### config.mk
export PLATFORM = sky130hd
export DESIGN_NAME = dsws_sqrt
export DESIGN_NICKNAME = d
export VERILOG_FILES = /design/src/assert_macros.svh /design/src/dsws_pkg.sv /design/src/dsws_sqrt.sv
export SDC_FILE = /design/constraint.sdc
export NUM_CORES = 1
export LEC_CHECK = 0
export ABC_AREA = 1
export BUFFER_PORTS_ARGS = -buffer_cell sky130_fd_sc_hd__buf_2
export CAP_MARGIN = 20
export CORE_UTILIZATION = 45
export CTS_CLUSTER_SIZE = 24
export DETAILED_ROUTE_END_ITERATION = 12
export GPL_TIMING_DRIVEN = 0
export PLACE_DENSITY = 0.62
export SETUP_SLACK_MARGIN = 0.02
export SYNTH_ARGS = -nofsm -noshare
export SYNTH_HDL_FRONTEND = slang
export SYNTH_SLANG_ARGS = --single-unit
### constraint.sdc
create_clock -name clk -period 3.6 [get_ports clk]
set_input_delay 0.18 -clock clk [delete_from_list [all_inputs] [get_ports clk]]
set_output_delay 0.18 -clock clk [all_outputs]
set_load 0.05 [all_outputs]
### src/assert_macros.svh
// ---------------------------------------------------------------------------
// Assertion macros
// Concurrent check macros used by the top-level RTL. They expand to nothing when
// the code is built for synthesis.
// ---------------------------------------------------------------------------
`ifndef ASSERT_MACROS_SVH
`define ASSERT_MACROS_SVH

`ifndef SYNTHESIS
// The consequent must hold in the same cycle as the antecedent.
`define DSWS_ASSERT_IMP(lbl, ante, cons) \
  lbl: assert property (@(posedge clk) disable iff (!rst_n) (ante) |-> (cons)) \
    else $error("same-cycle check failed");
// The consequent must hold in the cycle after the antecedent.
`define DSWS_ASSERT_NEXT(lbl, ante, cons) \
  lbl: assert property (@(posedge clk) disable iff (!rst_n) (ante) |=> (cons)) \
    else $error("next-cycle check failed");
`else
`define DSWS_ASSERT_IMP(lbl, ante, cons)
`define DSWS_ASSERT_NEXT(lbl, ante, cons)
`endif

`endif

### src/dsws_pkg.sv
// ---------------------------------------------------------------------------
// dsws_pkg
// Widths, limits, register indexes and shared types of the delayed
// sliding-window statistics block.
// ---------------------------------------------------------------------------
package dsws_pkg;

  localparam int SAMPLE_W = 24;
  localparam int LEN_W    = 12;
  localparam int DLY_W    = 11;
  localparam int CNT_W    = 13;
  localparam int SUM_W    = 36;
  localparam int SQS_W    = 58;
  localparam int PROD_W   = 48;
  localparam int VAR_W    = 47;
  localparam int STD_W    = 24;
  localparam int CFG_IDX_W  = 2;
  localparam int CFG_DATA_W = 12;

  localparam logic [LEN_W-1:0]   LEN_RESET = 12'd24;
  localparam logic [CNT_W-1:0]   CNT_MAX   = 13'h1FFF;
  localparam logic [SQS_W-1:0]   VAR_MAX   = 58'h7FFF_FFFF_FFFF;
  localparam logic [SQS_W-1:0]   MEAN_POS_LIM = 58'h7F_FFFF;
  localparam logic [SQS_W-1:0]   MEAN_NEG_LIM = 58'h80_0000;
  localparam logic [SAMPLE_W-1:0] MEAN_MAX = 24'h7F_FFFF;
  localparam logic [SAMPLE_W-1:0] MEAN_MIN = 24'h80_0000;

  // Configuration register indexes.
  localparam logic [CFG_IDX_W-1:0] CFG_WINDOW_LENGTH = 2'd0;
  localparam logic [CFG_IDX_W-1:0] CFG_WINDOW_DELAY  = 2'd1;

  // Status of a serial arithmetic unit.
  typedef struct packed {
    logic busy;
    logic done;
  } unit_stat_t;

endpackage

### src/dsws_sqrt.sv
// ---------------------------------------------------------------------------
// dsws_sqrt
// Digit-serial integer square root: one root bit per cycle over a 47-bit
// radicand, giving the floor of the root.
// ---------------------------------------------------------------------------
module dsws_sqrt (
  input  logic                       clk,
  input  logic                       rst_n,
  input  logic                       start,
  input  logic [dsws_pkg::VAR_W-1:0] radicand,
  output logic [dsws_pkg::STD_W-1:0] root,
  output dsws_pkg::unit_stat_t       stat
);
  import dsws_pkg::*;

  localparam int RAD_W  = 2 * STD_W;
  localparam int REM_W  = STD_W + 2;
  localparam int STEP_W = $clog2(STD_W);

  logic [RAD_W-1:0]  rad_r;
  logic [REM_W-1:0]  rem_r;
  logic [STD_W-1:0]  root_r;
  logic [STEP_W-1:0] cnt_r;
  logic              busy_r;
  logic              done_r;
  logic [REM_W+1:0]  rem_sh;
  logic [REM_W+1:0]  trial;
  logic              take;
  logic [REM_W+1:0]  rem_nxt;

  // Bring down the next two radicand bits and try 4*root + 1.
  always_comb begin
    rem_sh  = {rem_r, rad_r[RAD_W-1 -: 2]};
    trial   = {2'b00, root_r, 2'b01};
    take    = (rem_sh >= trial);
    rem_nxt = take ? (rem_sh - trial) : rem_sh;
  end

  // Control: one cycle per root bit.
  always_ff @(posedge clk) begin
    if (!rst_n) begin
      busy_r <= 1'b0;
      done_r <= 1'b0;
      cnt_r  <= '0;
    end else begin
      done_r <= 1'b0;
      if (start) begin
        busy_r <= 1'b1;
        cnt_r  <= '0;
      end else if (busy_r) begin
        cnt_r <= cnt_r + 1'b1;
        if (cnt_r == STEP_W'(STD_W - 1)) begin
          busy_r <= 1'b0;
          done_r <= 1'b1;
        end
      end
    end
  end

  // Data path.
  always_ff @(posedge clk) begin
    if (start) begin
      rad_r  <= {{(RAD_W - VAR_W){1'b0}}, radicand};
      rem_r  <= '0;
      root_r <= '0;
    end else if (busy_r) begin
      rad_r  <= {rad_r[RAD_W-3:0], 2'b00};
      rem_r  <= rem_nxt[REM_W-1:0];
      root_r <= {root_r[STD_W-2:0], take};
    end
  end

  assign root      = root_r;
  assign stat.busy = busy_r;
  assign stat.done = done_r;
endmodule

==> summary.md <==
| Metric | Value |
|---|---|
| Tmin final | `3.08 ns` |
| Area of the multi-input gates | `2970 µm²` |
| Synth async-reset ratio | `0` |
| Fill cells | `1415` |
| Post-detail-place hpwl | `11500 µm` |
| Crit path DAT | `3.19 ns` |
| Num Clock Sinks | `105` |
| WL/cell | `12.9 µm` |
| PwrDens | `961 nW/µm²` |
| Main synth FF type | `dfxtp_1` |
| Part of the cycle the worst path needs | `0.855` |
| Total track usage | `0.225` |
| 1st-pass router iterations | `5` |
| Synth Area in Adders | `0.0545` |
| Mapped Area | `6190 µm²` |
| Total count of hold-check failures in the final report | `0` |
| Critical Path Start Type | `flop` |
| Dominant cell type by area after synthesis | `edfxtp_1` |
| Pin count of the biggest net entering global routing | `34` |
| FP Rows | `42` |
| Post-synth EDFFs | `47` |
| Leakage | `3.72 nW` |
| Critical path's top delay family | `buffers and inverters` |
| Avg Cell Area, Syn | `6.94 µm²` |
| Worst-case clock buffer depth | `2` |
| CTS tree | `yes` |
| Setup_tns | `0 ns` |
| Die area | `14200 µm²` |
| Final worst-path setup slack | `0.520 ns` |
| Outcome | `complete, no violations` |
| Buf/Inv on CP | `3` |
| GPL Wtd Cong | `0.932` |
| CTS Root Cell | `clkbuf_16` |
| Fin. max-slew vios | `0` |
| Clk Latency, worst-skew pair | `0.36 ns` |
| Setup violators final | `0` |
| Worst Skew | `0.00933 ns` |
| Via count | `5548` |
| DRC | `0` |
| Synth cell types | `35` |
| Register area share after synthesis | `0.415` |
| Worst reg2reg path depth | `4` |
| Nets | `1056` |
| H-tree depth | `3` |
| Clock transition at path regs | `0.07 ns` |
| Worst-Margin Slew | `0.943 ns` |
| Post-CTS Setup Inserts | `0` |
| Fmax | `325 MHz` |
| Worst vdd ir | `0.424 mV` |
| Gate Count Post-Synth | `893` |
| Worst EP required | `3.71 ns` |
| Slowest CP cell | `nor2_1` |
| Routed vias/inst | `4.78` |
| Reg area | `2570 µm²` |
| CTS Buf Count | `9` |
| CP max FO | `33` |
| ANT nets after route | `0` |
| Number of inserted diodes | `0` |
| CORE AREA | `13300 µm²` |
| Synth Area in Simple Gates | `0.338` |
| Initial antenna violation count | `0` |
| CP Cell Sequence | `nor2_1 > clkinv_1 > clkbuf_2 > buf_16` |
| Share of layout cells above drive strength 1 | `0.116` |
| Syn nets | `970` |
| Largest family of logic cells by synthesized area | `simple AND/OR/NAND/NOR gates` |
| Post-synthesis xor/xnor area fraction | `0.0226` |
| Commonest non-fill, non-tap cell in the layout | `nand2_1` |
| Placed cell area | `6810 µm²` |
| I/O Buffers | `74` |
| Type of the tightest min-delay check | `in -> reg` |
| Max stage delay on crit path | `0.74 ns` |
| Max-Cap Viols | `0` |
| Synth warnings | `0` |
| Area grow syn2layout | `15.1%` |
| First-pass GRT wire length | `25100 µm` |
| Post-CTS Hold Buffers | `0` |
| Post-layout util | `0.534` |
| Vias in the first global route | `5306` |
| RSZ-0062 raised after global routing | `false` |
| Kind of critical path | `reg -> reg` |
| Initial Util | `0.464` |
| CP endpoint kind | `flop` |
| Most frequent cells in the layout | `nand2_1 (376), inv_1 (137), buf_2 (76)` |
| Die W | `119 µm` |
| Post-CTS Resized | `0` |
| Levels on crit path | `4` |
| Total wire length | `15000 µm` |
| Final Hold Slack | `0.0651 ns` |
| Total gr overflow | `0` |
| Compound-cell area share of the yosys netlist | `0.0638` |
| Relative slew slack | `0.369` |
| DP Worst Slack | `0.556 ns` |
| Die Ht | `119 µm` |
| Top cells by area, synth | `edfxtp_1 (23%), nand2_1 (23%), dfxtp_1 (19%), inv_1 (8.3%), ha_1 (5.5%)` |
| IO Pins | `76` |
| Initial DRC count | `261` |
| Cell depth of the worst hold path | `3` |
| Cell area after layout | `7130 µm²` |
| Mux cell area share after synthesis | `0` |
| Top-area cell type share of the netlist area | `0.228` |
| Yosys reg bits | `105` |
final cells by class:
cell class	instances	share of cell area
buffer	28	0.0184
sequential	105	0.361
multi-input combinational	620	0.416
tap	176	0.0309
clock buffer	12	0.0362
inverter	140	0.0737
clock inverter	4	0.00790
timing repair buffer	75	0.0558
where the power goes:
group          switching (mW)  leakage (nW)  internal, mW  total, mW
logic                    2.82          2.61          1.45       4.27
registers              0.0955         0.955          1.43       1.52
clock network           0.470         0.153         0.590       1.06
worst paths after layout:
path / from / endpoint / slack [ns]
worst max-delay path: busy_r$_SDFF_PN0_ / rad_r[35]$_DFFE_PP_ / 0.52
worst min-delay path: rst_n / busy_r$_SDFF_PN0_ / 0.07
worst max register to register: busy_r$_SDFF_PN0_ / rad_r[35]$_DFFE_PP_ / 0.52
worst min register to register: rad_r[45]$_DFFE_PP_ / rad_r[47]$_SDFFE_PP0P_ / 0.45
through the flow:
step / total power [mW] / cells
3_3_place_gp: 5.75 / 1143
5_1_grt: 7.48 / 1160
6_report: 6.85 / 1160
2_1_floorplan: 4.73 / 893
3_5_place_dp: 5.77 / 1144
4_1_cts: 6.85 / 1160
kinds of logic after synthesis:
kind of cell | after synthesis
flops | 105
simple gates | 507
xor+xnor | 16
buf+inv | 168
compound gates | 70
fa+ha+maj | 27
synth_stat cells (2+ instances only):
master    number
a21oi_1       26
and2_1         3
buf_2          2
buf_4          4
clkbuf_1      21
dfxtp_1       58
edfxtp_1      47
ha_1          27
inv_1        137
inv_2          2
nand2_1      376
nand2_2        6
nand3_1       39
nand3_2        2
nand3b_1       4
nand4_1       16
nor2_1        40
nor2_2         3
nor2_4         2
nor3_1        10
nor4_1         2
o211ai_1       4
o21ai_0       12
o21ai_1        2
o22ai_1       23
or2_2          2
xnor2_1       13
xor2_1         3
registers in the layout (all words and copies together) (netlist names):
name    cells
busy_r      1
cnt_r       5
done_r      1
rad_r      48
rem_r      26
root       24
worst reg2reg max path, cell delays in order, from the launching register on:
cell      delay [ns]
dfxtp_1         0.36
nor2_1          0.74
clkinv_1        0.66
clkbuf_2        0.68
buf_16          0.38
metal layers:
| metal | track usage | vias up | wire length (µm) |
|---|---|---|---|
| met1 | 0.291 | 2434 | 7320 |
| met4 | 0.0750 | 0 | 316 |
| met2 | 0.368 | 123 | 6710 |
| met5 | 0 | - | 0 |
| met3 | 0.0541 | 24 | 617 |
| li1 | - | 2967 | - |
(Power assumes the default switching activity.)
