`config.mk`:
```
export PLATFORM = sky130hd
export DESIGN_NAME = dsws_div
export DESIGN_NICKNAME = d
export VERILOG_FILES = /design/src/assert_macros.svh /design/src/dsws_pkg.sv /design/src/dsws_div.sv
export SDC_FILE = /design/constraint.sdc
export NUM_CORES = 1
export LEC_CHECK = 0
export BUFFER_PORTS_ARGS = -buffer_cell sky130_fd_sc_hd__buf_4
export CAP_MARGIN = 5
export CORE_ASPECT_RATIO = 0.8
export CORE_MARGIN = 3
export CORE_UTILIZATION = 55
export CTS_CLUSTER_DIAMETER = 200
export DETAILED_ROUTE_END_ITERATION = 6
export HOLD_SLACK_MARGIN = 0.06
export PLACE_DENSITY = 0.82
export SKIP_CTS_REPAIR_TIMING = 1
export SYNTH_ARGS = -nofsm -noshare
export SYNTH_HDL_FRONTEND = slang
export SYNTH_SLANG_ARGS = --single-unit
```
`constraint.sdc`:
```
create_clock -name clk -period 6.45 [get_ports clk]
set_clock_uncertainty 0.15 [all_clocks]
set_input_delay 1.29 -clock clk [delete_from_list [all_inputs] [get_ports clk]]
set_output_delay 1.29 -clock clk [all_outputs]
set_load 0.1 [all_outputs]
```
`src/assert_macros.svh`:
```
// ---------------------------------------------------------------------------
// Assertion macros
// Concurrent check macros used by the top-level RTL. They expand to nothing when
// the code is built for synthesis.
// ---------------------------------------------------------------------------
`ifndef ASSERT_MACROS_SVH
`define ASSERT_MACROS_SVH

`ifndef SYNTHESIS
// The consequent must hold in the same cycle as the antecedent.
`define DSWS_ASSERT_IMP(lbl, ante, cons) \
  lbl: assert property (@(posedge clk) disable iff (!rst_n) (ante) |-> (cons)) \
    else $error("same-cycle check failed");
// The consequent must hold in the cycle after the antecedent.
`define DSWS_ASSERT_NEXT(lbl, ante, cons) \
  lbl: assert property (@(posedge clk) disable iff (!rst_n) (ante) |=> (cons)) \
    else $error("next-cycle check failed");
`else
`define DSWS_ASSERT_IMP(lbl, ante, cons)
`define DSWS_ASSERT_NEXT(lbl, ante, cons)
`endif

`endif

```
`src/dsws_pkg.sv`:
```
// ---------------------------------------------------------------------------
// dsws_pkg
// Widths, limits, register indexes and shared types of the delayed
// sliding-window statistics block.
// ---------------------------------------------------------------------------
package dsws_pkg;

  localparam int SAMPLE_W = 24;
  localparam int LEN_W    = 12;
  localparam int DLY_W    = 11;
  localparam int CNT_W    = 13;
  localparam int SUM_W    = 36;
  localparam int SQS_W    = 58;
  localparam int PROD_W   = 48;
  localparam int VAR_W    = 47;
  localparam int STD_W    = 24;
  localparam int CFG_IDX_W  = 2;
  localparam int CFG_DATA_W = 12;

  localparam logic [LEN_W-1:0]   LEN_RESET = 12'd24;
  localparam logic [CNT_W-1:0]   CNT_MAX   = 13'h1FFF;
  localparam logic [SQS_W-1:0]   VAR_MAX   = 58'h7FFF_FFFF_FFFF;
  localparam logic [SQS_W-1:0]   MEAN_POS_LIM = 58'h7F_FFFF;
  localparam logic [SQS_W-1:0]   MEAN_NEG_LIM = 58'h80_0000;
  localparam logic [SAMPLE_W-1:0] MEAN_MAX = 24'h7F_FFFF;
  localparam logic [SAMPLE_W-1:0] MEAN_MIN = 24'h80_0000;

  // Configuration register indexes.
  localparam logic [CFG_IDX_W-1:0] CFG_WINDOW_LENGTH = 2'd0;
  localparam logic [CFG_IDX_W-1:0] CFG_WINDOW_DELAY  = 2'd1;

  // Status of a serial arithmetic unit.
  typedef struct packed {
    logic busy;
    logic done;
  } unit_stat_t;

endpackage

```
`src/dsws_div.sv`:
```
// ---------------------------------------------------------------------------
// dsws_div
// Bit-serial restoring divider: 58-bit unsigned dividend by a 12-bit
// divisor, one quotient bit per cycle.
// ---------------------------------------------------------------------------
module dsws_div (
  input  logic                       clk,
  input  logic                       rst_n,
  input  logic                       start,
  input  logic [dsws_pkg::SQS_W-1:0] dividend,
  input  logic [dsws_pkg::LEN_W-1:0] divisor,
  output logic [dsws_pkg::SQS_W-1:0] quotient,
  output dsws_pkg::unit_stat_t       stat
);
  import dsws_pkg::*;

  localparam int STEP_W = $clog2(SQS_W);

  logic [SQS_W-1:0]  dvd_r;
  logic [LEN_W-1:0]  dsr_r;
  logic [LEN_W-1:0]  rem_r;
  logic [STEP_W-1:0] cnt_r;
  logic              busy_r;
  logic              done_r;
  logic [LEN_W:0]    shifted;
  logic              qbit;
  logic [LEN_W:0]    rem_nxt;

  // One restoring step: shift in the next dividend bit and try the divisor.
  always_comb begin
    shifted = {rem_r, dvd_r[SQS_W-1]};
    qbit    = (shifted >= {1'b0, dsr_r});
    rem_nxt = qbit ? (shifted - {1'b0, dsr_r}) : shifted;
  end

  // Control: a run lasts one cycle per dividend bit.
  always_ff @(posedge clk) begin
    if (!rst_n) begin
      busy_r <= 1'b0;
      done_r <= 1'b0;
      cnt_r  <= '0;
    end else begin
      done_r <= 1'b0;
      if (start) begin
        busy_r <= 1'b1;
        cnt_r  <= '0;
      end else if (busy_r) begin
        cnt_r <= cnt_r + 1'b1;
        if (cnt_r == STEP_W'(SQS_W - 1)) begin
          busy_r <= 1'b0;
          done_r <= 1'b1;
        end
      end
    end
  end

  // Data path: quotient bits enter where dividend bits leave.
  always_ff @(posedge clk) begin
    if (start) begin
      dvd_r <= dividend;
      dsr_r <= divisor;
      rem_r <= '0;
    end else if (busy_r) begin
      dvd_r <= {dvd_r[SQS_W-2:0], qbit};
      rem_r <= rem_nxt[LEN_W-1:0];
    end
  end

  assign quotient  = dvd_r;
  assign stat.busy = busy_r;
  assign stat.done = done_r;
endmodule

```
==> results of run 1 <==
==> logic make-up (layout without fill, tap and decap cells) <==
| family | Yosys count | in the layout | share of synthesized area |
|---|---|---|---|
| flip-flops | 90 | 90 | 0.5819 |
| AND/OR/NAND/NOR | 67 | 67 | 0.07332 |
| multiplexers | 59 | 59 | 0.1542 |
| AO/OA/AOI/OAI | 52 | 52 | 0.09311 |
| buffers and inverters | 30 | 165 | 0.02967 |
| adder cells (fa/ha/maj) | 15 | 15 | 0.04539 |
| XOR/XNOR | 11 | 11 | 0.02240 |
==> flip-flops by register name, indices dropped and copies added, names as in the netlist <==
signal	flops
dsr_r	12
rem_r	12
quotient	58
done_r	1
cnt_r	6
busy_r	1
==> worst min-delay path by stage <==
stage	startpoint	endpoint	slack [ns]	cells past startpoint
after global placement	cnt_r[5]$_SDFFE_PP0P_	cnt_r[5]$_SDFFE_PP0P_	0.32	2
after floorplan	cnt_r[5]$_SDFFE_PP0P_	cnt_r[5]$_SDFFE_PP0P_	0.31	2
after CTS	cnt_r[5]$_SDFFE_PP0P_	cnt_r[5]$_SDFFE_PP0P_	0.35	2
after global routing	rem_r[5]$_SDFFE_PP0P_	rem_r[6]$_SDFFE_PP0P_	0.37	2
after detailed placement	cnt_r[5]$_SDFFE_PP0P_	cnt_r[5]$_SDFFE_PP0P_	0.34	2
final	cnt_r[5]$_SDFFE_PP0P_	cnt_r[5]$_SDFFE_PP0P_	0.35	2
==> power breakdown <==
part | internal, mW | total [mW] | switching, mW
combinational | 0.159 | 0.570 | 0.410
sequential | 0.691 | 0.724 | 0.0327
clock | 0.261 | 0.468 | 0.207
total | 1.11 | 1.76 | 0.650
==> synth_stat cells (all sizes together), types with 3 or more instances <==
| master | instances | area share |
|---|---|---|
| inv | 14 | 0.012 |
| o21ai | 8 | 0.0093 |
| edfxtp | 70 | 0.49 |
| nand4 | 3 | 0.0044 |
| or3 | 4 | 0.0058 |
| mux2 | 58 | 0.15 |
| xnor2 | 5 | 0.010 |
| nand2 | 21 | 0.018 |
| buf | 4 | 0.0070 |
| dfxtp | 20 | 0.093 |
| ha | 14 | 0.041 |
| a311oi | 7 | 0.020 |
| a21oi | 10 | 0.012 |
| a41oi | 3 | 0.0079 |
| xor2 | 6 | 0.012 |
| clkbuf | 11 | 0.0096 |
| a21o | 4 | 0.0070 |
| nand3 | 4 | 0.0047 |
| nor2 | 21 | 0.018 |
| a211oi | 3 | 0.0052 |
| nor3b | 3 | 0.0052 |
==> metal layers <==
| layer | global-route usage | share of wire | up-vias | routed length, µm |
|---|---|---|---|---|
| li1 | - | - | 1475 | - |
| met4 | 0.05483 | 0.014 | 0 | 130 |
| met1 | 0.2783 | 0.41 | 1498 | 3890 |
| met3 | 0.07452 | 0.083 | 14 | 785 |
| met5 | 0 | 0 | - | 0 |
| met2 | 0.3564 | 0.49 | 137 | 4657 |
==> layout make-up <==
| type | count | area, µm² | area share |
|---|---|---|---|
| clock buffers | 9 | 123.9 | 0.02207 |
| flip-flops and latches | 90 | 2502 | 0.4459 |
| multi-input cells | 204 | 1670 | 0.2977 |
| clock inverters | 7 | 121.4 | 0.02163 |
| well taps | 105 | 131.4 | 0.02341 |
| repair buffers | 134 | 1006 | 0.1793 |
| inverters | 15 | 56.30 | 0.01003 |
==> tightest hold or removal path, delay by kind of cell (launching register included) <==
kind / cells / cell delay [ns]
flip-flops: 1 / 0.33
AO/OA/AOI/OAI: 2 / 0.13
==> results.cfg, run 1 <==
[clock_network]
cts_buffers = 9
cts_max_level = 3
cts_max_path_buffers = 2
root_buffer = clkbuf_8
clock_latency_ns = 0.35
cts_tree = done
clk_transition_reported_paths_ns = 0.09
cts_sinks = 90

[timing]
max_slew_margin = 0.3168
fin_crit_sh = 0.5087
tightest_slew_ns = 1.025
clock.fmax_ghz = 0.3048
setup_slack_ns = 3.169
maxSlewViolCount = 0
setup_tns_ns = 0
hold_viol = 0
rsz0062_at_grt = no
finalSetupViolCount = 0
whs_ns = 0.3499
period_minus_slack_ns = 3.281

[worst_setup_path]
cp.depth = 3
rr_worst_depth = 9
critical_path_buf_inv_count = 2
crit_slowest_cell = buf_4
path_class = in2reg
arrival_ns = 3.13
r2r_slack_ns = 3.72
r2r_start = quotient[57]$_DFFE_PP_
cpMostUsedCell = buf_4
start_kind = input pin
r2r-end = rem_r[10]$_SDFFE_PP0P_
path_max_fanout = 82
worstPathCellList = buf_4 > or2_2 > buf_4
setup.worst_path.end_class = flop
cpPeakStageDelay_ns = 0.75
required_ns = 6.30
critPathLaunch = start
critical_path.top_delay_family = buffers and inverters
endpoint = quotient[7]$_DFFE_PP_

[finish]
final_common_cell = buf_4
stdcell_count = 564
nFillCells = 489
layout_common_cells = buf_4 (134), edfxtp_1 (70), mux2_2 (58)
final_area_um2 = 5612
diodes = 0
fin_nets = 542
postLayoutCoreUtil = 0.7485
drive_gt1_frac = 0.4728
area_growth_pct = 30.49

[route]
viasPerCell = 5.539
wl_per_cell_um = 16.78
first_pass_iters = 5
drtAntennaViolNets = 0
drcViolationCount = 0
drt_iter0_drc = 133
drt_wl_total_um = 9465
vias = 3124

[die]
die_h_um = 85.09
die-area_um2 = 8923
core_um2 = 7497
start_util = 0.5736
fp.dieW_um = 104.9
rows = 28
pin_count = 133

[yosys]
synth-edff-count = 70
synthCells = 324
ys_seq_area_frac = 0.5819
syn_area_per_cell_um2 = 13.27
yosysUniqueCellTypes = 47
synth_nets = 412
netlist_area_um2 = 4300
ys_warn_count = 0
synth_seq_cells = 90
async_reset_ff_frac = 0
synth-main-ff-cell = edfxtp_1

[grt]
grt_pass1_vias = 3179
grt_antenna_before_repair = 0
track_usage = 0.2166
grt_overflow = 0
grt_max_degree = 83
grt_first_pass_wirelength_um = 15350

[power]
power_density_nw_per_um2 = 313.9
leakage_nw = 2.334
peakVddDrop_mv = 0.2206
power_mw = 1.762

[placed_design]
dp.cells = 548
routabilityCongestion = 0.8456
io_buffers = 132
placed_area_um2 = 5366
hpwl_um = 6748
pre_cts_slack_ns = 2.759

[run]
max_cap_viol_count = 0

[min_path]
hold_path_class = reg2reg

[run_status]
status = completed
No activity file was read; power rests on OpenSTA's default activity.
==> inputs of run 2 (changes only) <==
Settings changed: CORE_UTILIZATION 55 to 51, PLACE_DENSITY 0.82 to 0.77.
Clock period 6.45 ns to 3.2 ns, I/O delays scaled along.
==> run 2 against run 1 <==
Against the previous run:
- design area up 0.13%
- utilization down 5.1 points
- register-to-register slack worse by 3.2 ns
- sequential power up 100%
- worst setup slack worse by 2.6 ns
- non-clock buffer count up 1
- worst hold slack worse by 0.050 ns
- die area up 7.3%
- combinational power up 100%
- wire length down 2.9%
- highest routed layer unchanged
==> results.cfg, run 2 (synthesis gave the netlist of run 1 again) <==
[clock_network]
cts_max_level = 3
clock_latency_ns = 0.36
cts_buffers = 9
root_buffer = clkbuf_8
cts_tree = done
cts_sinks = 90
clk_transition_reported_paths_ns = 0.09
cts_max_path_buffers = 2

[placed_design]
dp.cells = 552
placed_area_um2 = 5403
hpwl_um = 6511
routabilityCongestion = 0.8103
io_buffers = 132
pre_cts_slack_ns = 0.5930

[route]
drcViolationCount = 0
drtAntennaViolNets = 0
drt_iter0_drc = 146
wl_per_cell_um = 16.18
first_pass_iters = 4
drt_wl_total_um = 9188
viasPerCell = 5.331
vias = 3028

[timing]
period_minus_slack_ns = 2.634
maxSlewViolCount = 0
tightest_slew_ns = 0.4955
max_slew_margin = 0.6667
hold_viol = 0
finalSetupViolCount = 0
fin_crit_sh = 0.8230
setup_tns_ns = 0
clock.fmax_ghz = 0.3797
rsz0062_at_grt = no
setup_slack_ns = 0.5665

[finish]
final_common_cell = buf_4
nFillCells = 581
multi_input_area_um2 = 1670
stdcell_count = 568
area_growth_pct = 30.67
diodes = 0
largest_register_ff_count = 58
layout_common_cells = buf_4 (133), edfxtp_1 (70), mux2_2 (58)
fin_nets = 543
final_area_um2 = 5619
drive_gt1_frac = 0.4696
regArea_um2 = 2502

[power]
leakage_nw = 2.329
power_density_nw_per_um2 = 614.9
peakVddDrop_mv = 0.4339
power_mw = 3.455

[worst_setup_path]
arrival_ns = 2.76
setup.worst_path.end_class = flop
start_kind = flop
cpPeakStageDelay_ns = 0.45
critical_path_buf_inv_count = 1
worstPathCellList = inv_1 > ha_1 > a21o_1 > a221o_1 > a41oi_2 > and2_1 > a21oi_1 > a211oi_1
critical_path.top_delay_family = compound AO/OA/AOI/OAI gates
path_max_fanout = 11
required_ns = 3.33
crit_slowest_cell = and2_1
path_class = reg2reg

[die]
die-area_um2 = 9577
core_um2 = 8055
start_util = 0.5339
pin_count = 133
die_h_um = 88.13
rows = 29
fp.dieW_um = 108.7

[run_status]
status = completed

[min_path]
hold_path_class = in2reg

[grt]
grt_max_degree = 59
grt_antenna_before_repair = 0
grt_pass1_vias = 2878
grt_first_pass_wirelength_um = 13810
track_usage = 0.1887
grt_overflow = 0

[run]
max_cap_viol_count = 0
[run 2: cell count changes in the layout (fill, tap and decap cells not counted), sizes merged]
cell / delta
clkbuf: +1
inv: -1
buf: +1
bufinv: -1
clkinvlp: +1
[run 2: area by class of cell]
class                      count  area share
clock buffer                  10     0.02271
clock inverter                 6     0.01581
inverter                      15     0.01002
multi-input combinational    204      0.2973
sequential                    90      0.4453
tap                          108     0.02405
timing repair buffer         135      0.1848
[run 2: final timing paths]
kind | startpoint | end | slack [ns] | depth (start not counted)
max | dsr_r[6]$_DFFE_PP_ | rem_r[0]$_SDFFE_PP0P_ | 0.57 | 8
min | divisor[11] | dsr_r[11]$_DFFE_PP_ | 0.30 | 1
min reg2reg | cnt_r[5]$_SDFFE_PP0P_ | cnt_r[5]$_SDFFE_PP0P_ | 0.35 | 2
max reg2reg | dsr_r[6]$_DFFE_PP_ | rem_r[0]$_SDFFE_PP0P_ | 0.57 | 8
[run 2: metrics by stage]
step	utilization	hold WS, ns
after floorplan	-	0.3084
after global routing	0.6976	0.2703
after CTS	0.6976	0.2816
after detailed placement	0.6707	0.3448
after global placement	0.6707	0.3211
final	0.6976	0.2996
[run 2: power breakdown]
part           switching (mW)  total, mW  internal [mW]  leakage (nW)
sequential             0.0609       1.45           1.39         0.865
combinational           0.824       1.15          0.325          1.36
clock                   0.410      0.853          0.443         0.105
total                    1.29       3.46           2.16          2.33
[run 2: routing by layer]
layer / share of wire / global-route usage / vias up
met2: 0.48 / 0.2973 / 104
li1: - / - / 1476
met5: 0 / 0 / -
met3: 0.069 / 0.07296 / 19
met1: 0.42 / 0.2348 / 1429
met4: 0.025 / 0.07798 / 0
[run 2: worst reg2reg max path, cell delays in order, from the launching register on]
cell	delay, ns
edfxtp_1	0.33
inv_1	0.04
ha_1	0.36
a21o_1	0.21
a221o_1	0.37
a41oi_2	0.26
and2_1	0.45
a21oi_1	0.13
a211oi_1	0.25
